File: config.mk
export PLATFORM = sky130hd
export DESIGN_NAME = sfl_window
export DESIGN_NICKNAME = d
export VERILOG_FILES = /design/src/rtl/sfl_pkg.sv /design/src/rtl/sfl_window.sv
export SDC_FILE = /design/constraint.sdc
export NUM_CORES = 1
export LEC_CHECK = 0
export BUFFER_PORTS_ARGS = -buffer_cell sky130_fd_sc_hd__buf_2
export CORE_AREA = 2 2 137 112
export CTS_BUF_LIST = sky130_fd_sc_hd__clkbuf_16
export CTS_CLUSTER_DIAMETER = 120
export DETAILED_ROUTE_END_ITERATION = 6
export DIE_AREA = 0 0 139 114
export GPL_TIMING_DRIVEN = 0
export PLACE_DENSITY = 0.76
export SYNTH_ARGS = -nofsm -noshare
export SYNTH_HDL_FRONTEND = slang
export SYNTH_SLANG_ARGS = --single-unit
File: constraint.sdc
create_clock -name clock -period 9.9 [get_ports clock]
set_input_delay 0.495 -clock clock [delete_from_list [all_inputs] [get_ports clock]]
set_output_delay 0.495 -clock clock [all_outputs]
set_load 0.005 [all_outputs]
File: src/rtl/sfl_pkg.sv
// Shared types and constants for the separable line filter.
package sfl_pkg;

   localparam int NUM_CH     = 3;
   localparam int PIX_W      = 8;
   localparam int COEF_W     = 16;
   localparam int NUM_COEF   = 7;
   localparam int CENTER_TAP = 3;
   localparam int CSR_IDX_W  = 3;
   localparam int FILL_W     = 3;
   localparam int PROD_W     = COEF_W + PIX_W + 1;
   localparam int ACC_W      = PROD_W + 2;

   localparam logic [FILL_W-1:0] FILL_MAX = '1;

   // Tap weights after reset: unit gain on the centre tap only.
   localparam logic signed [COEF_W-1:0] COEF_RESET [NUM_COEF] = '{
      16'sd0, 16'sd0, 16'sd0, 16'sd16384, 16'sd0, 16'sd0, 16'sd0
   };

   // Channel 0 is red, 1 green, 2 blue.
   typedef logic [NUM_CH-1:0][PIX_W-1:0] pix_type;

   typedef struct packed {
      logic [PIX_W-1:0] in_red;
      logic [PIX_W-1:0] in_green;
      logic [PIX_W-1:0] in_blue;
      logic             end_of_line;
   } req_payload_type;

   typedef struct packed {
      logic [PIX_W-1:0] out_red;
      logic [PIX_W-1:0] out_green;
      logic [PIX_W-1:0] out_blue;
      logic             last_of_line;
   } rsp_payload_type;

   typedef struct packed {
      logic valid;
      logic last;
   } stage_ctl_type;

endpackage

File: src/rtl/sfl_window.sv
// Pixel window with border replication and end-of-line flush sequencing.
module sfl_window #(
   parameter int HALF = 3,
   parameter int WIN  = 7
) (
   input  logic                     clock,
   input  logic                     reset,
   input  logic                     req_valid,
   output logic                     req_ready,
   input  sfl_pkg::req_payload_type req_payload,
   input  logic                     win_ready,
   output sfl_pkg::pix_type         win [WIN],
   output sfl_pkg::stage_ctl_type   win_ctl,
   output logic                     flush_busy
);

   localparam int FLUSH_W = (HALF > 1) ? $clog2(HALF + 1) : 1;
   localparam logic [FLUSH_W-1:0] FLUSH_LEN = FLUSH_W'(HALF);
   localparam logic [FLUSH_W-1:0] FLUSH_ONE = FLUSH_W'(1);
   localparam logic [sfl_pkg::FILL_W-1:0] HALF_CNT = sfl_pkg::FILL_W'(HALF);

   sfl_pkg::pix_type              win_ff [WIN];
   sfl_pkg::pix_type              win_in [WIN];
   logic [sfl_pkg::FILL_W-1:0]    fill_ff, fill_in, fill_inc;
   logic [FLUSH_W-1:0]            flush_ff, flush_in;
   sfl_pkg::stage_ctl_type        ctl_ff, ctl_in;
   sfl_pkg::pix_type              new_px, push_px;
   logic                          step_ok, flushing, take;

   always_comb begin
      step_ok   = !ctl_ff.valid || win_ready;
      flushing  = (flush_ff != '0);
      req_ready = step_ok && !flushing;
      take      = req_valid && req_ready;
      fill_inc  = (fill_ff == sfl_pkg::FILL_MAX) ? fill_ff : fill_ff + 1'b1;
      new_px[0] = req_payload.in_red;
      new_px[1] = req_payload.in_green;
      new_px[2] = req_payload.in_blue;
      // during the flush the last pixel of the line is pushed again
      push_px   = flushing ? win_ff[WIN-1] : new_px;

      win_in   = win_ff;
      fill_in  = fill_ff;
      flush_in = flush_ff;
      ctl_in   = ctl_ff;
      if (step_ok) begin
         ctl_in = '0;
      end
      if (take || (flushing && step_ok)) begin
         if (!flushing && (fill_ff == '0)) begin
            // first pixel of a line fills the whole window
            for (int j = 0; j < WIN; j++) begin
               win_in[j] = push_px;
            end
         end else begin
            for (int j = 0; j < WIN - 1; j++) begin
               win_in[j] = win_ff[j+1];
            end
            win_in[WIN-1] = push_px;
         end
         ctl_in.valid = (fill_inc > HALF_CNT);
         ctl_in.last  = flushing && (flush_ff == FLUSH_ONE);
         fill_in      = fill_inc;
         if (flushing) begin
            flush_in = flush_ff - FLUSH_ONE;
            if (flush_ff == FLUSH_ONE) begin
               fill_in = '0;
            end
         end else if (req_payload.end_of_line) begin
            flush_in = FLUSH_LEN;
         end
      end
   end

   always_ff @(posedge clock) begin
      win_ff <= win_in;
   end

   always_ff @(posedge clock) begin
      if (reset) begin
         fill_ff  <= '0;
         flush_ff <= '0;
         ctl_ff   <= '0;
      end else begin
         fill_ff  <= fill_in;
         flush_ff <= flush_in;
         ctl_ff   <= ctl_in;
      end
   end

   assign win        = win_ff;
   assign win_ctl    = ctl_ff;
   assign flush_busy = flushing;

endmodule

==> results of run 1 <==
-- worst max-delay path, cell delays in order (launching register included) --
cell and delay (ns):
sky130_fd_sc_hd__dfxtp_1 0.39, sky130_fd_sc_hd__inv_1 0.08, sky130_fd_sc_hd__ha_1 0.22, sky130_fd_sc_hd__buf_4 0.18, sky130_fd_sc_hd__a21boi_2 0.19, sky130_fd_sc_hd__nor2_4 0.54, sky130_fd_sc_hd__buf_12 0.29, sky130_fd_sc_hd__buf_12 0.24
sky130_fd_sc_hd__buf_12 0.22
-- final timing paths --
| kind | startpoint | end |
|---|---|---|
| max | flush_ff[0] | win[0] |
| min | reset | flush_ff[1] |
| max reg2reg | flush_ff[0] | win[0] |
| min reg2reg | win_ctl[0] | win_ctl[0] |
-- cell type report --
| cell class | count | area share [%] |
|---|---|---|
| Clock inverter | 15 | 1.32 |
| Timing Repair Buffer | 205 | 12.2 |
| Clock buffer | 17 | 4.71 |
| Buffer | 23 | 1.95 |
| Multi-Input combinational cell | 372 | 19.6 |
| Inverter | 5 | 0.208 |
| Sequential cell | 175 | 57.4 |
| Tap cell | 189 | 2.62 |
-- power breakdown --
| group | switching (uW) | internal, uW | total (uW) |
|---|---|---|---|
| Clock | 287 | 345 | 632 |
| Sequential | 193 | 1500 | 1700 |
| Combinational | 1080 | 684 | 1770 |
| Total | 1560 | 2530 | 4090 |
-- registers in the layout, summed over array words and instances (netlist names) --
signal    flops
fill_ff       3
win_ctl       2
win         168
flush_ff      2
-- synth_stat cells, types with 2 or more instances --
cell type / number / area (um2)
sky130_fd_sc_hd__nand2_1: 270 / 1010
sky130_fd_sc_hd__edfxtp_1: 168 / 5040
sky130_fd_sc_hd__nor2_1: 27 / 101
sky130_fd_sc_hd__mux2_2: 24 / 270
sky130_fd_sc_hd__nand2_2: 18 / 113
sky130_fd_sc_hd__buf_2: 12 / 60.1
sky130_fd_sc_hd__buf_6: 9 / 101
sky130_fd_sc_hd__dfxtp_1: 7 / 140
sky130_fd_sc_hd__ha_1: 5 / 62.6
sky130_fd_sc_hd__inv_1: 5 / 18.8
sky130_fd_sc_hd__a21oi_1: 4 / 20.0
sky130_fd_sc_hd__a31oi_1: 3 / 18.8
sky130_fd_sc_hd__nand4_1: 3 / 18.8
sky130_fd_sc_hd__and2_1: 2 / 12.5
sky130_fd_sc_hd__buf_4: 2 / 15.0
sky130_fd_sc_hd__nand2b_1: 2 / 12.5
sky130_fd_sc_hd__nor2_4: 2 / 22.5
sky130_fd_sc_hd__o31ai_1: 2 / 15.0
-- per-stage QoR --
stage	hold WS (ns)	setup slack, ns	area [um2]	TNS (ns)	utilization [%]
final	0.307	7.19	9030	0	61.8
after global routing	0.297	7.00	9030	0	61.8
after CTS	0.292	7.19	9030	0	61.8
after detailed placement	0.460	7.19	8490	0	58.1
after global placement	0.441	-2.36	8380	-330.84	57.4
after floorplan	0.442	0.940	7150	0	-
-- cells by family after synthesis --
kind of cell,count (synthesis)
compound gates,14
fa+ha+maj,5
buf+inv,28
flops,175
mux,24
simple gates,329
-- layer usage --
metal | up-vias | part of all wire [%]
li1 | 2406 | -
met1 | 2452 | 44
met2 | 210 | 46
met3 | 9 | 9.1
met4 | 0 | 0.57
met5 | - | 0
==> summary.txt, run 1 <==
Yosys
  – Xor-xnor portion of the synthesized cell area: 0%
  – Sequential element share of the synthesized area: 72.6%
  – Synth Net Count: 609
  – Compound-gate portion of the synthesized area: 1.45%
  – Post-synthesis adder-cell area fraction: 0.876%
  – Netlist Area Pre-Place: 7150 um2
  – Fraction of registers with async set/reset: 0%
  – Multiplexer fraction of the synthesized cell area: 3.78%
  – Number of warning messages in the yosys log: 0
  – Count of unique library cells instantiated by Yosys: 28
  – Syn Inst Count: 575
  – Synthesis-stage register bit count: 175
  – Largest family of logic cells by synthesized area: simple AND/OR/NAND/NOR gates
  – Most frequently used flop master after synthesis: sky130_fd_sc_hd__edfxtp_1
  – Number of enable flip-flop cells after synthesis: 168
  – Simple-Gate Fraction of Synth Area: 18.6%
  – Post-synthesis area per instance: 12.4 um2

STA
  – Setup-failing EPs final: 0
  – Crit path time final: 2.71 ns
  – Fmax achieved: 370 MHz
  – Worst Tran Pin Value: 0.653 ns
  – Clock tree skew after final layout: 0.0118 ns
  – Unrepaired setup endpoints after global routing: no
  – Fin. Hold Viols: 0
  – Part of the cycle the worst path needs: 27.3%
  – Worst slew slack as a fraction of its limit: 56.3%
  – Number of slew-limit violations in the final report: 0

CTS
  – Hold Buf Count CTS: 0
  – Setup fix buffers added after clock tree synthesis: 0
  – Post-CTS resize count: 0
  – Number of CTS-inserted buffers: 17
  – H-tree depth reported by CTS: 4
  – Clock insertion delay at the later pin of the skew report: 0.43 ns
  – Clock-pin transition on the worst setup and hold timing paths: 0.06 ns
  – Clock Tree Buf Depth: 2
  – Clock sink count: 175
  – CTS tree: done
  – Root buffer selected by CTS: sky130_fd_sc_hd__clkbuf_16

Finish
  – Count of fill cells added during filler insertion: 1,152
  – Sequential cell area: 5180 um2
  – Commonest non-fill, non-tap cells in the layout: sky130_fd_sc_hd__nand2_1 (270), sky130_fd_sc_hd__buf_2 (212), sky130_fd_sc_hd__edfxtp_1 (168)
  – Area Overhead vs Synth: 26.4%
  – Number of antenna diodes: 0
  – Fraction of layout instances using a drive strength above 1: 37.7%
  – Fin cells: 1,001
  – Nets: 833
  – Commonest non-fill, non-tap cell in the layout: sky130_fd_sc_hd__nand2_1
  – Footprint of the multi-input gates: 1770 um2

Die
  – Number of placement rows: 40
  – Overall die height: 114 um
  – Initial cell density of the core: 48.9%
  – Core Region: 14,600 um2
  – Die width: 139 um
  – Area of the die: 15,800 um2
  – I/O pin count: 201

Power
  – Total Power: 4090 uW
  – Power per standard cell area: 453 nW/um2
  – Reported leakage power: 0.00422 uW
  – Largest voltage drop on the vdd net: 0.000231 V

Global routing
  – Vias in the first global route: 4,743
  – Global routing met2 resource utilization: 33.6%
  – Global Route Usage Sum: 21.5%
  – Met1 track demand over resource: 29.5%
  – First-pass GRT wire length: 25,900 um
  – Gr busiest metal: met2
  – Pin count of the biggest net entering global routing: 36
  – Number of antenna violations at the first check in global routing: 0
  – Remaining Overflow, GRT: 0
  – GRT met3 Usage: 7.56%

Routing
  – Iteration count of the initial detailed-routing pass: 5
  – Vias per inst: 5.07
  – ANT nets after route: 0
  – Total vias in the final route: 5,077
  – Overall routed net length: 17,100 um
  – Avg WL per Cell: 17.1 um
  – Number of design rule violations left after detail routing: 0
  – Number of DRC markers in iteration 0: 363

Placement
  – Gpl congestion: 0.767
  – Placed insts: 969
  – Detailed-placement wirelength estimate: 12,100 um
  – Number of input and output port buffers inserted: 200

Setup path
  – Kind of capture point of the worst setup path: flop
  – Depth of the most critical reg-to-reg path: 8
  – Class of the most critical setup path: reg -> reg
  – Worst-path maximum fanout: 33
  – Worst reg2reg setup slack: 7.19 ns
  – CP startpoint kind: flop
  – Arrival time reported for the critical path endpoint: 2.83 ns
  – Required time of the critical path: 10.02 ns

Outcome
  – Run status: finished, final reports clean

Flow run
  – Reported max-cap violation count: 0

Worst hold path
  – Instance count along the most critical hold path: 2
  – Path class of the lowest-slack min-delay path: in -> reg
No activity file was read; power rests on OpenSTA's default activity.
==> run 2: changes to the inputs <==
==> constraint.sdc (replaced) <==
create_clock -name clock -period 2.8 [get_ports clock]
set_input_delay 0.14 -clock clock [delete_from_list [all_inputs] [get_ports clock]]
set_output_delay 0.14 -clock clock [all_outputs]
set_load 0.005 [all_outputs]
==> run 2 against run 1 <==
Effect of this change: critical path depth stayed put; critical path type unchanged; largest power group unchanged; largest cell class unchanged; first-iteration DRC count is 3.9% higher; critical endpoint unchanged; clock-buffer cell count stayed put.
==> summary.txt, run 2 (same netlist as run 1, synthesis figures left out) <==
Outcome
  – Run status: finished, final reports clean (unchanged)

Finish
  – Nets: 834 (was 833)
  – Max reg flops: 168 (unchanged)
  – Fraction of layout instances using a drive strength above 1: 38.1% (was 37.7%)
  – Footprint of the multi-input gates: 1790 um2 (was 1770 um2)
  – Number of antenna diodes: 0 (unchanged)
  – Sequential cell area: 5190 um2 (was 5180 um2)
  – Commonest non-fill, non-tap cell in the layout: sky130_fd_sc_hd__nand2_1 (unchanged)
  – Area Overhead vs Synth: 27.0% (was 26.4%)
  – Count of fill cells added during filler insertion: 1,193 (was 1,152)
  – Commonest non-fill, non-tap cells in the layout: sky130_fd_sc_hd__nand2_1 (270), sky130_fd_sc_hd__buf_2 (212), sky130_fd_sc_hd__edfxtp_1 (168) (unchanged)

CTS
  – Clock Tree Buf Depth: 2 (unchanged)
  – CTS tree: done (unchanged)
  – Clock insertion delay at the later pin of the skew report: 0.43 ns (about the same)
  – Clock-pin transition on the worst setup and hold timing paths: 0.06 ns (about the same)
  – Number of CTS-inserted buffers: 17 (unchanged)
  – Root buffer selected by CTS: sky130_fd_sc_hd__clkbuf_16 (unchanged)
  – Setup fix buffers added after clock tree synthesis: 0 (unchanged)
  – H-tree depth reported by CTS: 4 (unchanged)
  – Clock sink count: 175 (unchanged)

Routing
  – Vias per inst: 5.03 (was 5.07)
  – ANT nets after route: 0 (unchanged)
  – Avg WL per Cell: 17.5 um (was 17.1 um)
  – Number of design rule violations left after detail routing: 0 (unchanged)
  – Overall routed net length: 17,500 um (was 17,100 um)
  – Number of DRC markers in iteration 0: 377 (was 363)
  – Total vias in the final route: 5,041 (was 5,077)
  – Iteration count of the initial detailed-routing pass: 4 (was 5)

Setup path
  – Critical Path, Cell by Cell: inv_2, ha_4, buf_6, a21boi_4, nor2_4, buf_12, buf_12, buf_12 (was inv_1, ha_1, buf_4, a21boi_2, nor2_4, buf_12, buf_12, buf_12)
  – Crit Reg-Reg Endpoint: win[0] (unchanged)
  – Arrival time reported for the critical path endpoint: 2.56 ns (was 2.83 ns)
  – Class of the most critical setup path: reg -> reg (unchanged)
  – Worst-path maximum fanout: 34 (was 33)
  – Worst reg2reg setup slack: 0.36 ns (was 7.19 ns)
  – Required time of the critical path: 2.92 ns (was 10.02 ns)
  – CP startpoint kind: flop (unchanged)
  – Depth of the most critical reg-to-reg path: 8 (unchanged)
  – Critical Path Max Stage Delay: 0.47 ns (was 0.54 ns)
  – Kind of capture point of the worst setup path: flop (unchanged)
  – Crit-path most repeated cell: sky130_fd_sc_hd__buf_12 (unchanged)
  – Crit Reg-Reg Startpoint: flush_ff[1] (was flush_ff[0])
  – Slowest cell on the critical path: sky130_fd_sc_hd__nor2_4 (unchanged)

STA
  – Unrepaired setup endpoints after global routing: no (unchanged)
  – Setup-failing EPs final: 0 (unchanged)
  – Fmax achieved: 409 MHz (was 370 MHz)
  – Number of slew-limit violations in the final report: 0 (unchanged)
  – Total negative slack: 0 ns (unchanged)
  – Crit path time final: 2.44 ns (was 2.71 ns)
  – Worst slew slack as a fraction of its limit: 60.9% (was 56.3%)
  – Clock tree skew after final layout: 0.00938 ns (was 0.0118 ns)
  – Part of the cycle the worst path needs: 87.3% (was 27.3%)
  – Worst Tran Pin Value: 0.584 ns (was 0.653 ns)
  – Fin. Hold Viols: 0 (unchanged)

Worst hold path
  – Instance count along the most critical hold path: 2 (unchanged)
  – Path class of the lowest-slack min-delay path: in -> reg (unchanged)
  – Critical hold path startpoint: req_payload[13] (was reset)
  – End of the worst hold path: win[12] (was flush_ff[1])

Global routing
  – Global Route Usage Sum: 22.7% (was 21.5%)
  – Pin count of the biggest net entering global routing: 36 (unchanged)
  – Number of antenna violations at the first check in global routing: 0 (unchanged)
  – Remaining Overflow, GRT: 0 (unchanged)
  – First-pass GRT wire length: 27,100 um (was 25,900 um)
  – Vias in the first global route: 4,928 (was 4,743)

Placement
  – Detailed-placement wirelength estimate: 12,200 um (was 12,100 um)
  – Gpl congestion: 0.776 (was 0.767)
  – Number of input and output port buffers inserted: 200 (unchanged)

Die
  – I/O pin count: 201 (unchanged)
  – Area of the die: 15,800 um2 (unchanged)
  – Die width: 139 um (unchanged)
  – Core Region: 14,600 um2 (unchanged)
  – Overall die height: 114 um (unchanged)
  – Initial cell density of the core: 48.9% (unchanged)
  – Number of placement rows: 40 (unchanged)

Power
  – Largest voltage drop on the vdd net: 0.000907 V (was 0.000231 V)
  – Total Power: 14,600 uW (was 4090 uW)
  – Power per standard cell area: 1610 nW/um2 (was 453 nW/um2)
  – Reported leakage power: 0.00423 uW (was 0.00422 uW)

Flow run
  – Reported max-cap violation count: 0 (unchanged)
run 2: power by group:
part / switching [uW] / internal, uW / leakage, uW
combinational: 3890 / 2450 / 0.00222
sequential: 684 / 5320 / 0.00175
clock: 1010 / 1220 / 0.000262
run 2: through the flow:
step	setup slack [ns]	instance area (um2)	hold WS [ns]	util (%)	std cells
floorplan	-1.01	7180	0.208	-	575
global placement	-2.13	8420	0.381	57.6	964
detailed placement	0.353	8520	0.380	58.3	969
CTS	0.343	9070	0.0173	62.1	1002
global route	0.201	9070	0.0264	62.1	1002
finish	0.356	9070	0.0306	62.1	1002
run 2: routing by layer:
layer  vias up  GRT usage, %  share of wire [%]
li1       2415             -                  -
met1      2417          29.9                 42
met2       190          36.7                 48
met3        19          7.09                8.1
met4         0          6.73                1.1
met5         -             0                  0
run 2: critical path: cells and delay by family, from the launching register on:
kind,cells,cell delay (ns)
buf+inv,5,0.96
flops,1,0.35
simple gates,1,0.47
fa+ha+maj,1,0.17
compound gates,1,0.15
run 2: what timing repair did:
item / 4_1_cts / 5_1_grt
resized for setup: 0 / 0
hold buffers: 1 / 0
endpoints found under the hold margin: 4 / 0
run 2: area by class of cell:
cell class	instances	area share, %
Timing Repair Buffer	206	12.2
Sequential cell	175	57.2
Buffer	23	1.99
Clock buffer	17	4.69
Multi-Input combinational cell	372	19.8
Tap cell	189	2.61
Inverter	5	0.207
Clock inverter	15	1.34
run 2: how the worst max path moves through the flow:
stage                     start     endpoint  slack, ns  cells past startpoint
global placement    flush_ff[1]  flush_ff[1]      -2.13                      6
detailed placement  flush_ff[1]     win[120]       0.35                      8
CTS                 flush_ff[1]       win[0]       0.34                      8
global route        flush_ff[1]      win[23]       0.20                      8
floorplan           flush_ff[1]  flush_ff[1]      -1.01                      6
finish              flush_ff[1]       win[0]       0.36                      8
