$ cat src/rtl/sfl_pkg.sv
// Shared types and constants for the separable line filter.
package sfl_pkg;

   localparam int NUM_CH     = 3;
   localparam int PIX_W      = 8;
   localparam int COEF_W     = 16;
   localparam int NUM_COEF   = 7;
   localparam int CENTER_TAP = 3;
   localparam int CSR_IDX_W  = 3;
   localparam int FILL_W     = 3;
   localparam int PROD_W     = COEF_W + PIX_W + 1;
   localparam int ACC_W      = PROD_W + 2;

   localparam logic [FILL_W-1:0] FILL_MAX = '1;

   // Tap weights after reset: unit gain on the centre tap only.
   localparam logic signed [COEF_W-1:0] COEF_RESET [NUM_COEF] = '{
      16'sd0, 16'sd0, 16'sd0, 16'sd16384, 16'sd0, 16'sd0, 16'sd0
   };

   // Channel 0 is red, 1 green, 2 blue.
   typedef logic [NUM_CH-1:0][PIX_W-1:0] pix_type;

   typedef struct packed {
      logic [PIX_W-1:0] in_red;
      logic [PIX_W-1:0] in_green;
      logic [PIX_W-1:0] in_blue;
      logic             end_of_line;
   } req_payload_type;

   typedef struct packed {
      logic [PIX_W-1:0] out_red;
      logic [PIX_W-1:0] out_green;
      logic [PIX_W-1:0] out_blue;
      logic             last_of_line;
   } rsp_payload_type;

   typedef struct packed {
      logic valid;
      logic last;
   } stage_ctl_type;

endpackage

$ cat src/rtl/sfl_sum_sat.sv
// Tap sum, rounding, scaling and saturation into the result register.
module sfl_sum_sat #(
   parameter int WIN  = 7,
   parameter int FRAC = 14
) (
   input  logic                                 clock,
   input  logic                                 reset,
   input  logic signed [sfl_pkg::PROD_W-1:0]    prod [sfl_pkg::NUM_CH][WIN],
   input  sfl_pkg::stage_ctl_type               in_ctl,
   output logic                                 in_ready,
   output logic                                 rsp_valid,
   input  logic                                 rsp_ready,
   output sfl_pkg::rsp_payload_type             rsp_payload
);

   localparam int ACC_W     = sfl_pkg::ACC_W;
   localparam int PIX_W     = sfl_pkg::PIX_W;
   localparam int ROUND_INT = 1 << (FRAC - 1);

   logic signed [ACC_W-1:0]          acc     [sfl_pkg::NUM_CH];
   logic signed [ACC_W-1:0]          scaled  [sfl_pkg::NUM_CH];
   logic [sfl_pkg::NUM_CH-1:0][PIX_W-1:0] pix_in;
   sfl_pkg::rsp_payload_type         out_ff, out_in;
   sfl_pkg::stage_ctl_type           ctl_ff;

   always_comb begin
      in_ready = !ctl_ff.valid || rsp_ready;
      for (int ch = 0; ch < sfl_pkg::NUM_CH; ch++) begin
         acc[ch] = ACC_W'(ROUND_INT);
         for (int j = 0; j < WIN; j++) begin
            acc[ch] = acc[ch] + ACC_W'(prod[ch][j]);
         end
         scaled[ch] = acc[ch] >>> FRAC;
         // clamp to the pixel range
         if (acc[ch][ACC_W-1]) begin
            pix_in[ch] = '0;
         end else if (scaled[ch][ACC_W-1:PIX_W] != '0) begin
            pix_in[ch] = '1;
         end else begin
            pix_in[ch] = scaled[ch][PIX_W-1:0];
         end
      end
      out_in.out_red      = pix_in[0];
      out_in.out_green    = pix_in[1];
      out_in.out_blue     = pix_in[2];
      out_in.last_of_line = in_ctl.last;
   end

   always_ff @(posedge clock) begin
      if (in_ready && in_ctl.valid) begin
         out_ff <= out_in;
      end
   end

   always_ff @(posedge clock) begin
      if (reset) begin
         ctl_ff <= '0;
      end else if (in_ready) begin
         ctl_ff <= in_ctl;
      end
   end

   assign rsp_valid   = ctl_ff.valid;
   assign rsp_payload = out_ff;

endmodule

$ cat config.mk
export PLATFORM = sky130hd
export DESIGN_NAME = sfl_sum_sat
export DESIGN_NICKNAME = d
export VERILOG_FILES = /design/src/rtl/sfl_pkg.sv /design/src/rtl/sfl_sum_sat.sv
export SDC_FILE = /design/constraint.sdc
export NUM_CORES = 1
export LEC_CHECK = 0
export BUFFER_PORTS_ARGS = -buffer_cell sky130_fd_sc_hd__buf_2
export CORE_MARGIN = 5
export CORE_UTILIZATION = 25
export DETAILED_ROUTE_END_ITERATION = 10
export HOLD_SLACK_MARGIN = 0.15
export PLACE_DENSITY = 0.53
export SLEW_MARGIN = 25
export SYNTH_ARGS = -nofsm -noshare
export SYNTH_HDL_FRONTEND = slang
export SYNTH_SLANG_ARGS = --single-unit
$ cat constraint.sdc
create_clock -name clock -period 6.55 [get_ports clock]
set_input_delay 0.3275 -clock clock [delete_from_list [all_inputs] [get_ports clock]]
set_output_delay 0.3275 -clock clock [all_outputs]
set_load 0.1 [all_outputs]
==> qor.yml, run 1 <==
finalClockSkew_ps: 4.83
grtUsageTotal: 0.120
grt_pass1_vias: 12800
hp-class: "input pin to flop"
clk_path_buf_depth: 2
start_kind: "input pin"
clock_latency_ps: 280
drt_iter0_markers: 333
seq_power_share: 0.063
fin_ws_ps: 1250
timing.hold.ws_ps: 193
numCtsBuffers: 3
crit_required_ps: 6690
multi_input_area_sq_mm: 0.0112
netSwitchingFraction: 0.551
die-height_microns: 259
grt_setup_unrepaired: "false"
antenna_found_initial: 2
powerDensity_mw_per_mm2: 418
drive_gt1_frac: 0.250
synth_edf_count: 25
dp_hpwl_mm: 39.5
end_kind: "flop"
worstPathMaxFanout: 8
fmax_mhz: 189
hold_buffers: 0
syn_avg_cell_area_sq_um: 8.82
yosys.area.top_type: "fa_1"
tightest_slew_ps: 690
syn_inst: 1753
dp_slack_ps: 726
critPathKind: "input pin to flop"
leakage_nw: 11.8
ys_warn_count: 0
status: "finished, final reports clean"
syn2layout_area_growth_pct: 25.2
clk_pin_slew_worst_paths_ps: 80
ys.flop_type: "edfxtp_1"
combPwrFrac: 0.913
row_count: 91
routed_wl_mm: 40.4
ir_drop_uv: 244
netlist_top_cells_area: "fa_1 48%, inv_1 22%, ha_1 12%, edfxtp_1 4.9%, xnor2_1 1.9%"
ant_nets: 0
ctsResizeCount: 0
numClockSinks: 26
wl_per_cell_microns: 13.0
synth_area_sq_mm: 0.0155
whs_path_depth: 2
setup_tns_ps: 0
seq_area_sq_um: 771
drt_first_pass_iters: 4
report.final.slew_viol_count: 0
clock_tree.root_cell: "clkbuf_16"
hold_viol_final: 0
num_vias: 11800
async_reset_ff_frac: 0
worst_r2r_path_depth: 3
ys_seq_area_frac: 0.0499
n_fill_cell: 6665
synth_nets: 2802
gp_congestion: 0.837
coreArea_sq_mm: 0.0615
synth_top_area_share: 0.482
die_x_microns: 259
critPathArrivalTime_ps: 5450
grt-ovfl-total: 0
cts.htree.levels: 1
setup_viol: 0
initial_core_util: 0.251
grt_max_degree: 25
relSlewSlack: 0.536
nNetsFinal: 3364
grt_pass1_wl_mm: 64.5
fin_crit_ps: 5300
viasPerCell: 3.80
p_int_mw: 3.63
postCtsSetupBuffers: 0
synth_seq_cells: 26
io_buffer_count: 556
switching_power_mw: 4.45
die-area_sq_mm: 0.0669
drv_cap: 0
fin_crit_sh: 0.810
ys_types: 61
cts_tree: "done"
io_pins: 557
drc: 0
pwr-share-clk: 0.024
## Yosys cell counts, drive strengths merged, types with 4 or more instances
cell type / count
inv: 917
fa: 372
ha: 147
a21oi: 41
xnor2: 34
o21a: 26
edfxtp: 25
nand2: 25
o21ai: 22
nor2: 16
a21o: 15
nand3: 15
xor2: 11
a211oi: 7
a31oi: 7
o211ai: 6
o31ai: 5
nand4: 4
nor3: 4
## registers in the layout, indices dropped and copies added (netlist names)
signal       count
rsp_payload     25
rsp_valid        1
## layout make-up
type	instances	area share
diodes	2	0.000259
clock inverters	1	0.00155
well taps	790	0.0511
inverters	917	0.178
repair buffers	559	0.145
flip-flops and latches	26	0.0398
clock buffers	3	0.00388
multi-input cells	808	0.580
## layout by cell type, fill, tap and decap left out, types with 3 or more instances in the layout
master / instances
a21oi_1: 40
clkbuf_16: 3
nor3b_1: 3
nor2_1: 16
inv_1: 917
xor2_1: 11
a211oi_1: 6
edfxtp_1: 25
nand3_1: 15
o21a_1: 26
xnor2_1: 34
ha_1: 147
o211ai_1: 6
a21o_1: 13
nand2b_1: 3
nand4_1: 4
o21ai_0: 22
nor3_1: 4
buf_2: 556
o31ai_2: 3
nand2_1: 25
a31oi_1: 7
fa_1: 372
buf_4: 3
or3_1: 3
## power by group through the flow
stage | Combinational (mW) | Clock, mW | Sequential [mW]
final | 7.38 | 0.192 | 0.508
after detailed placement | 7.48 | 0 | 0.519
after CTS | 7.54 | 0.199 | 0.518
after floorplan | 5.15 | 0 | 1.06
after global placement | 7.48 | 0 | 0.524
after global routing | 8.49 | 0.203 | 0.519
## metrics by stage
step | cell area, sq um | instances | util | total power, mW
after CTS | 19300 | 3104 | 0.315 | 8.25
after global placement | 19200 | 3100 | 0.313 | 8.00
after detailed placement | 19200 | 3100 | 0.313 | 8.00
after global routing | 19300 | 3106 | 0.315 | 9.21
after floorplan | 15500 | 1753 | - | 6.21
final | 19300 | 3106 | 0.315 | 8.08
## worst max-delay path, stage by stage
cell      delay, ps
buf_2            70
inv_1            40
fa_1            540
inv_1           120
fa_1            510
fa_1            490
inv_1            50
fa_1            490
inv_1            60
ha_1            320
nand4_1         180
a211oi_1        550
nor2_1          240
o2111a_1        340
o31ai_1         260
a21oi_1         110
xnor2_1         530
o21a_1          220
## kinds of logic after synthesis
logic type / Yosys count / synth area share
AOI/OAI and AO/OA: 152 / 0.0676
xor gates and xnor gates: 45 / 0.0255
adders and majority gates: 519 / 0.601
buffers and inverters: 919 / 0.224
DFF: 26 / 0.0499
muxes: 1 / 0.000648
and+or+nand+nor: 91 / 0.0321
## final timing paths
| path | startpoint | end | slack, ps |
|---|---|---|---|
| setup / recovery | prod[63] | rsp_payload[5] | 1250 |
| setup reg to reg | rsp_valid | rsp_payload[23] | 5280 |
| hold / removal | reset | rsp_valid | 190 |
| hold reg to reg | rsp_valid | rsp_valid | 510 |
## per-layer routing
layer | vias up | part of all wire | GRT usage
met2 | 281 | 0.51 | 0.216
met3 | 22 | 0.048 | 0.0123
met1 | 5600 | 0.43 | 0.158
met4 | 0 | 0.014 | 0.0201
li1 | 5906 | - | -
met5 | - | 0 | 0
Note: power is estimated with default switching activity, not from simulation.
==> inputs of run 2 (changes only) <==
- PLACE_DENSITY: 0.53 -> 0.55
- clock period: 6.55 -> 4.7 ns (I/O delays scaled with it)
==> qor.yml, run 2 (same netlist as run 1, synthesis figures left out) <==
die-height_microns: 259  # unchanged
powerDensity_mw_per_mm2: 682  # was 418 mW/mm^2
relSlewSlack: 0.533  # was 0.536
grt_max_degree: 26  # was 25
switching_power_mw: 7.20  # was 4.45 mW
grt_setup_unrepaired: "true"  # was false
combPwrFrac: 0.931  # was 0.913
clock_tree.root_cell: "clkbuf_16"  # unchanged
cts_tree: "done"  # unchanged
clk_path_buf_depth: 2  # unchanged
routed_wl_mm: 42.2  # was 40.4 mm
final_common_cell: "inv_1"  # unchanged
drt_iter0_markers: 249  # was 333
critPathKind: "input pin to flop"  # unchanged
grt_pass1_vias: 13000  # was 12,800
ir_drop_uv: 539  # was 244 uV
drive_gt1_frac: 0.313  # was 0.250
grt_pass1_wl_mm: 66.3  # was 64.5 mm
finish.utilization: 0.335  # was 0.315
fmax_mhz: 207
final_cell_mix: "891 x inv_1, 549 x buf_2, 359 x fa_1"  # was 917 x inv_1, 556 x buf_2, 372 x fa_1
final_area_sq_mm: 0.0206  # was 0.0193 sq mm
clk_pin_slew_worst_paths_ps: 80  # about the same
pwr-share-clk: 0.020  # was 0.024
critPathArrivalTime_ps: 4860  # was 5450 ps
report.final.slew_viol_count: 0  # unchanged
start_kind: "input pin"  # unchanged
nNetsFinal: 3447  # was 3,364
setup_viol: 8  # was 0
fin_crit_sh: 1.03
path_cells: "buf_6 -> inv_2 -> fa_1 -> inv_2 -> fa_1 -> inv_1 -> fa_1 -> fa_1 -> inv_1 -> ha_2 -> a211o_1 -> a31oi_2 -> buf_4 -> o22a_4 -> and2_4 -> o31ai_2 -> a31oi_2 -> nor3_1 -> or4_4 -> o21a_1"  # was buf_2 -> inv_1 -> fa_1 -> inv_1 -> fa_1 -> fa_1 -> inv_1 -> fa_1 -> inv_1 -> ha_1 -> nand4_1 -> a211oi_1 -> nor2_1 -> o2111a_1 -> o31ai_1 -> a21oi_1 -> xnor2_1 -> o21a_1
die_x_microns: 259  # unchanged
viasPerCell: 3.81  # was 3.80
cts.htree.levels: 1  # unchanged
hold_viol_final: 0  # unchanged
num_vias: 12100  # was 11,800
gp_congestion: 0.856  # was 0.837
die-area_sq_mm: 0.0669  # unchanged
clock_latency_ps: 280  # about the same
initial_core_util: 0.251  # unchanged
dp_slack_ps: -732  # was 726 ps
hp-class: "input pin to flop"  # unchanged
seq_power_share: 0.049  # was 0.063
drc: 0  # unchanged
largest_reg_flops: 25  # unchanged
worst_r2r_path_depth: 2  # was 3
tightest_slew_ps: 700  # was 690 ps
syn2layout_area_growth_pct: 33.1  # was 25.2%
finalClockSkew_ps: 4.59  # was 4.83 ps
io_buffer_count: 556  # unchanged
cpMostUsedCell: "fa_1"
coreArea_sq_mm: 0.0615  # unchanged
end_kind: "flop"  # unchanged
grt-ovfl-total: 0  # unchanged
crit_required_ps: 4740  # was 6690 ps
status: "finished, violations left"  # was finished, final reports clean
fin_crit_ps: 4820
netSwitchingFraction: 0.513  # was 0.551
worstPathMaxFanout: 8  # unchanged
numCtsBuffers: 3  # unchanged
row_count: 91  # unchanged
drv_cap: 0  # unchanged
numClockSinks: 26  # unchanged
wl_per_cell_microns: 13.2  # was 13.0 microns
drt_first_pass_iters: 4  # unchanged
fin_ws_ps: -121  # was 1250 ps
grtUsageTotal: 0.124  # was 0.120
p_int_mw: 6.83  # was 3.63 mW
antenna_found_initial: 2  # unchanged
dpl-instance-area_sq_mm: 0.0198  # was 0.0192 sq mm
ant_nets: 0  # unchanged
slowest_delay_ps: 600  # was 550 ps
leakage_nw: 12.3  # was 11.8 nW
io_pins: 557  # unchanged
dp_hpwl_mm: 40.2  # was 39.5 mm
violations: "negative setup slack"
worst_path_max_delay_cell: "or4_4"  # was a211oi_1
whs_path_depth: 3  # was 2
-- run 2: changes by cell type in the layout (fill, tap and decap cells not counted), sizes merged --
| cell | previous run | this run |
|---|---|---|
| dlygate4sd3 | 0 | 2 |
| buf | 559 | 640 |
| diode | 2 | 1 |
-- run 2: cell type report --
cell class	count	area [sq um]
well taps	790	988
repair buffers	642	3500
clock inverters	1	30.0
clock buffers	3	75.1
multi-input cells	808	11800
inverters	917	3450
diodes	1	2.50
flip-flops and latches	26	771
fillers	6526	40900
-- run 2: power by group through the flow --
stage	registers, mW	logic (mW)	clock network [mW]
2_1_floorplan	1.48	7.20	0
3_3_place_gp	0.705	11.7	0
3_5_place_dp	0.699	11.7	0
4_1_cts	0.697	12.3	0.295
5_1_grt	0.702	14.8	0.302
6_report	0.693	13.1	0.276
-- run 2: final timing paths --
check	from	end	slack, ps
max	prod[478]	rsp_payload[17]	-120
min	in_ctl[1]	rsp_valid	250
max reg2reg	rsp_valid	rsp_payload[1]	3230
min reg2reg	rsp_valid	rsp_valid	590
-- run 2: through the flow --
stage               hold WS (ps)  total power [mW]  instances  setup TNS, ps
floorplan                    304              8.68       1753          -1060
detailed placement           407              12.4       3176         -14610
global placement             392              12.4       3176         -13840
global route                 240              15.8       3188          -2810
CTS                          212              13.3       3184          -1690
finish                       246              14.0       3188           -796
-- run 2: metal layers --
metal	vias to the layer above	wire (microns)	track usage
met3	15	1380	0.00955
met4	0	406	0.0171
met2	207	21900	0.220
li1	6074	-	-
met1	5839	18500	0.170
met5	-	0	0
-- run 2: critical path, delay by kind of cell --
kind | cells | cell delay, ps
AOI/OAI and AO/OA | 6 | 1200
and+or+nand+nor | 3 | 830
adders and majority gates | 5 | 2200
buffers and inverters | 6 | 390
-- run 2: timing repair --
item,in CTS,in global routing
hold endpoints to repair,2,0
hold buffers,2,0
pin swaps,29,51
gates resized for setup,44,78
setup buffers,3,6
setup endpoints to repair,24,24
==> inputs of run 3 (changes only) <==
- BUFFER_PORTS_ARGS: -buffer_cell sky130_fd_sc_hd__buf_2 -> unset
- DONT_BUFFER_PORTS: unset -> 1
- PLACE_DENSITY: 0.55 -> 0.47
- RECOVER_POWER: unset -> 100
==> qor.yml, run 3 (same netlist as run 1, synthesis figures left out) <==
setup_viol: 8  # unchanged
dp_hpwl_mm: 39.1  # was 40.2 mm
fin_crit_ps: 4780  # was 4820 ps
finalClockSkew_ps: 5.05  # was 4.59 ps
initial_core_util: 0.251  # unchanged
path_cells: "inv_8 -> fa_1 -> inv_2 -> fa_1 -> fa_2 -> inv_2 -> fa_1 -> inv_2 -> ha_4 -> nand4_1 -> or3_1 -> o22a_4 -> a21oi_4 -> o31ai_4 -> a31oi_2 -> xor2_1 -> or4_4 -> o21a_1"  # was buf_6 -> inv_2 -> fa_1 -> inv_2 -> fa_1 -> inv_1 -> fa_1 -> fa_1 -> inv_1 -> ha_2 -> a211o_1 -> a31oi_2 -> buf_4 -> o22a_4 -> and2_4 -> o31ai_2 -> a31oi_2 -> nor3_1 -> or4_4 -> o21a_1
total_power_mw: 13.1  # was 14.0 mW
numCtsBuffers: 3  # unchanged
rr_startpoint: "rsp_valid"  # unchanged
worst_path_max_delay_cell: "fa_2"  # was or4_4
coreArea_sq_mm: 0.0615  # unchanged
cts_tree: "done"  # unchanged
critPathArrivalTime_ps: 4820  # was 4860 ps
fmax_mhz: 209  # was 207 MHz
leakage_nw: 10.0  # was 12.3 nW
worstPathMaxFanout: 8  # unchanged
viasPerCell: 3.98  # was 3.81
crit_required_ps: 4740  # about the same
grt_pass1_wl_mm: 61.3  # was 66.3 mm
num_vias: 10400  # was 12,100
grt_pass1_vias: 12000  # was 13,000
grt-ovfl-total: 0  # unchanged
die_x_microns: 259  # unchanged
fin_crit_sh: 1.02  # was 1.03
drv_cap: 1  # was 0
drt_iter0_markers: 280  # was 249
fin_ws_ps: -78.1  # was -121 ps
powerDensity_mw_per_mm2: 747  # was 682 mW/mm^2
io_buffer_count: 0  # was 556
clock_latency_ps: 280  # about the same
start_kind: "input pin"  # unchanged
drive_gt1_frac: 0.0899  # was 0.313
relSlewSlack: -0.248  # was 0.533
drt_first_pass_iters: 5  # was 4
report.final.slew_viol_count: 26  # was 0
routed_wl_mm: 39.9  # was 42.2 mm
tightest_slew_ps: 1870  # was 700 ps
finish.utilization: 0.285  # was 0.335
status: "finished, violations left"  # unchanged
drc: 0  # unchanged
antenna_found_initial: 2  # unchanged
io_pins: 557  # unchanged
final_area_sq_mm: 0.0175  # was 0.0206 sq mm
final_cell_mix: "889 x inv_1, 362 x fa_1, 142 x ha_1"  # was 891 x inv_1, 549 x buf_2, 359 x fa_1
grtUsageTotal: 0.115  # was 0.124
min_from: "in_ctl[0]"  # was in_ctl[1]
gp_congestion: 0.979  # was 0.856
syn2layout_area_growth_pct: 13.3  # was 33.1%
die-area_sq_mm: 0.0669  # unchanged
hp-class: "input pin to flop"  # unchanged
nNetsFinal: 2885  # was 3,447
clk_pin_slew_worst_paths_ps: 70  # was 80 ps
worst_r2r_path_depth: 2  # unchanged
hold_viol_final: 0  # unchanged
cts.htree.levels: 1  # unchanged
row_count: 91  # unchanged
ir_drop_uv: 421  # was 539 uV
die-height_microns: 259  # unchanged
violations: "max-capacitance violations, max-slew violations, negative setup slack"  # was negative setup slack
wl_per_cell_microns: 15.2  # was 13.2 microns
largest_reg_flops: 25  # unchanged
timing.hold.ws_ps: 612  # was 246 ps
rrSetupSlack_ps: 1950  # was 3230 ps
dpl-instance-area_sq_mm: 0.0170  # was 0.0198 sq mm
ant_nets: 0  # unchanged
hold_end: "rsp_payload[0]"  # was rsp_valid
slowest_delay_ps: 590  # was 600 ps
end_kind: "flop"  # unchanged
grt_max_degree: 26  # unchanged
final_common_cell: "inv_1"  # unchanged
grt_setup_unrepaired: "true"  # unchanged
numClockSinks: 26  # unchanged
clock_tree.root_cell: "clkbuf_16"  # unchanged
clk_path_buf_depth: 2  # unchanged
antenna_cells: 0  # was 1
critPathKind: "input pin to flop"  # unchanged
r2r_end: "rsp_payload[20]"  # was rsp_payload[1]
whs_path_depth: 1  # was 3
run 3: cell count changes in the layout (fill, tap and decap cells not counted), sizes merged:
cell and delta:
clkbuf +1, diode -1, buf -564, dlygate4sd3 +1
run 3: what timing repair did:
item,in CTS,in global routing
hold endpoints to repair,2,0
gates resized for setup,39,60
endpoints found under the setup margin,24,24
buffers inserted,1,3
pin swaps,13,52
hold buffers,3,0
run 3: worst max path at each step:
stage	startpoint	end	slack, ps	cells past startpoint
CTS	prod[461]	rsp_payload[17]	-150	18
finish	prod[413]	rsp_payload[23]	-80	18
floorplan	prod[487]	rsp_payload[17]	-130	19
detailed placement	prod[77]	rsp_payload[2]	-630	18
global route	prod[413]	rsp_payload[19]	-290	18
global placement	prod[77]	rsp_payload[5]	-600	18
run 3: critical path: cells and delay by family:
family / cells / cell delay [ps]
fa+ha+maj: 5 / 2370
simple gates: 3 / 1040
compound gates: 5 / 940
buf+inv: 4 / 150
xor+xnor: 1 / 90
run 3: metal layers:
metal  global-route usage  wire length, microns
met5                    0                    26
met4               0.0199                   675
met3               0.0242                  2100
met2                0.197                 19800
met1                0.153                 17300
run 3: stage by stage:
step / worst slack (ps) / setup TNS (ps) / instances
floorplan: -132 / -1060 / 1753
global placement: -604 / -11470 / 2615
detailed placement: -629 / -12430 / 2615
CTS: -151 / -1180 / 2623
global route: -287 / -2990 / 2625
finish: -78.1 / -589 / 2625
run 3: cell type report:
cell class | instances | area, sq um
timing repair buffer | 80 | 628
tap | 790 | 988
sequential | 26 | 771
inverter | 917 | 3480
multi-input combinational | 808 | 11500
clock inverter | 1 | 30.0
fill | 6662 | 44000
clock buffer | 3 | 75.1
run 3: report_power, final:
| part | switching (mW) | total [mW] | internal [mW] |
|---|---|---|---|
| sequential | 0.912 | 1.55 | 0.638 |
| combinational | 5.87 | 11.3 | 5.39 |
| clock | 0.0992 | 0.270 | 0.170 |
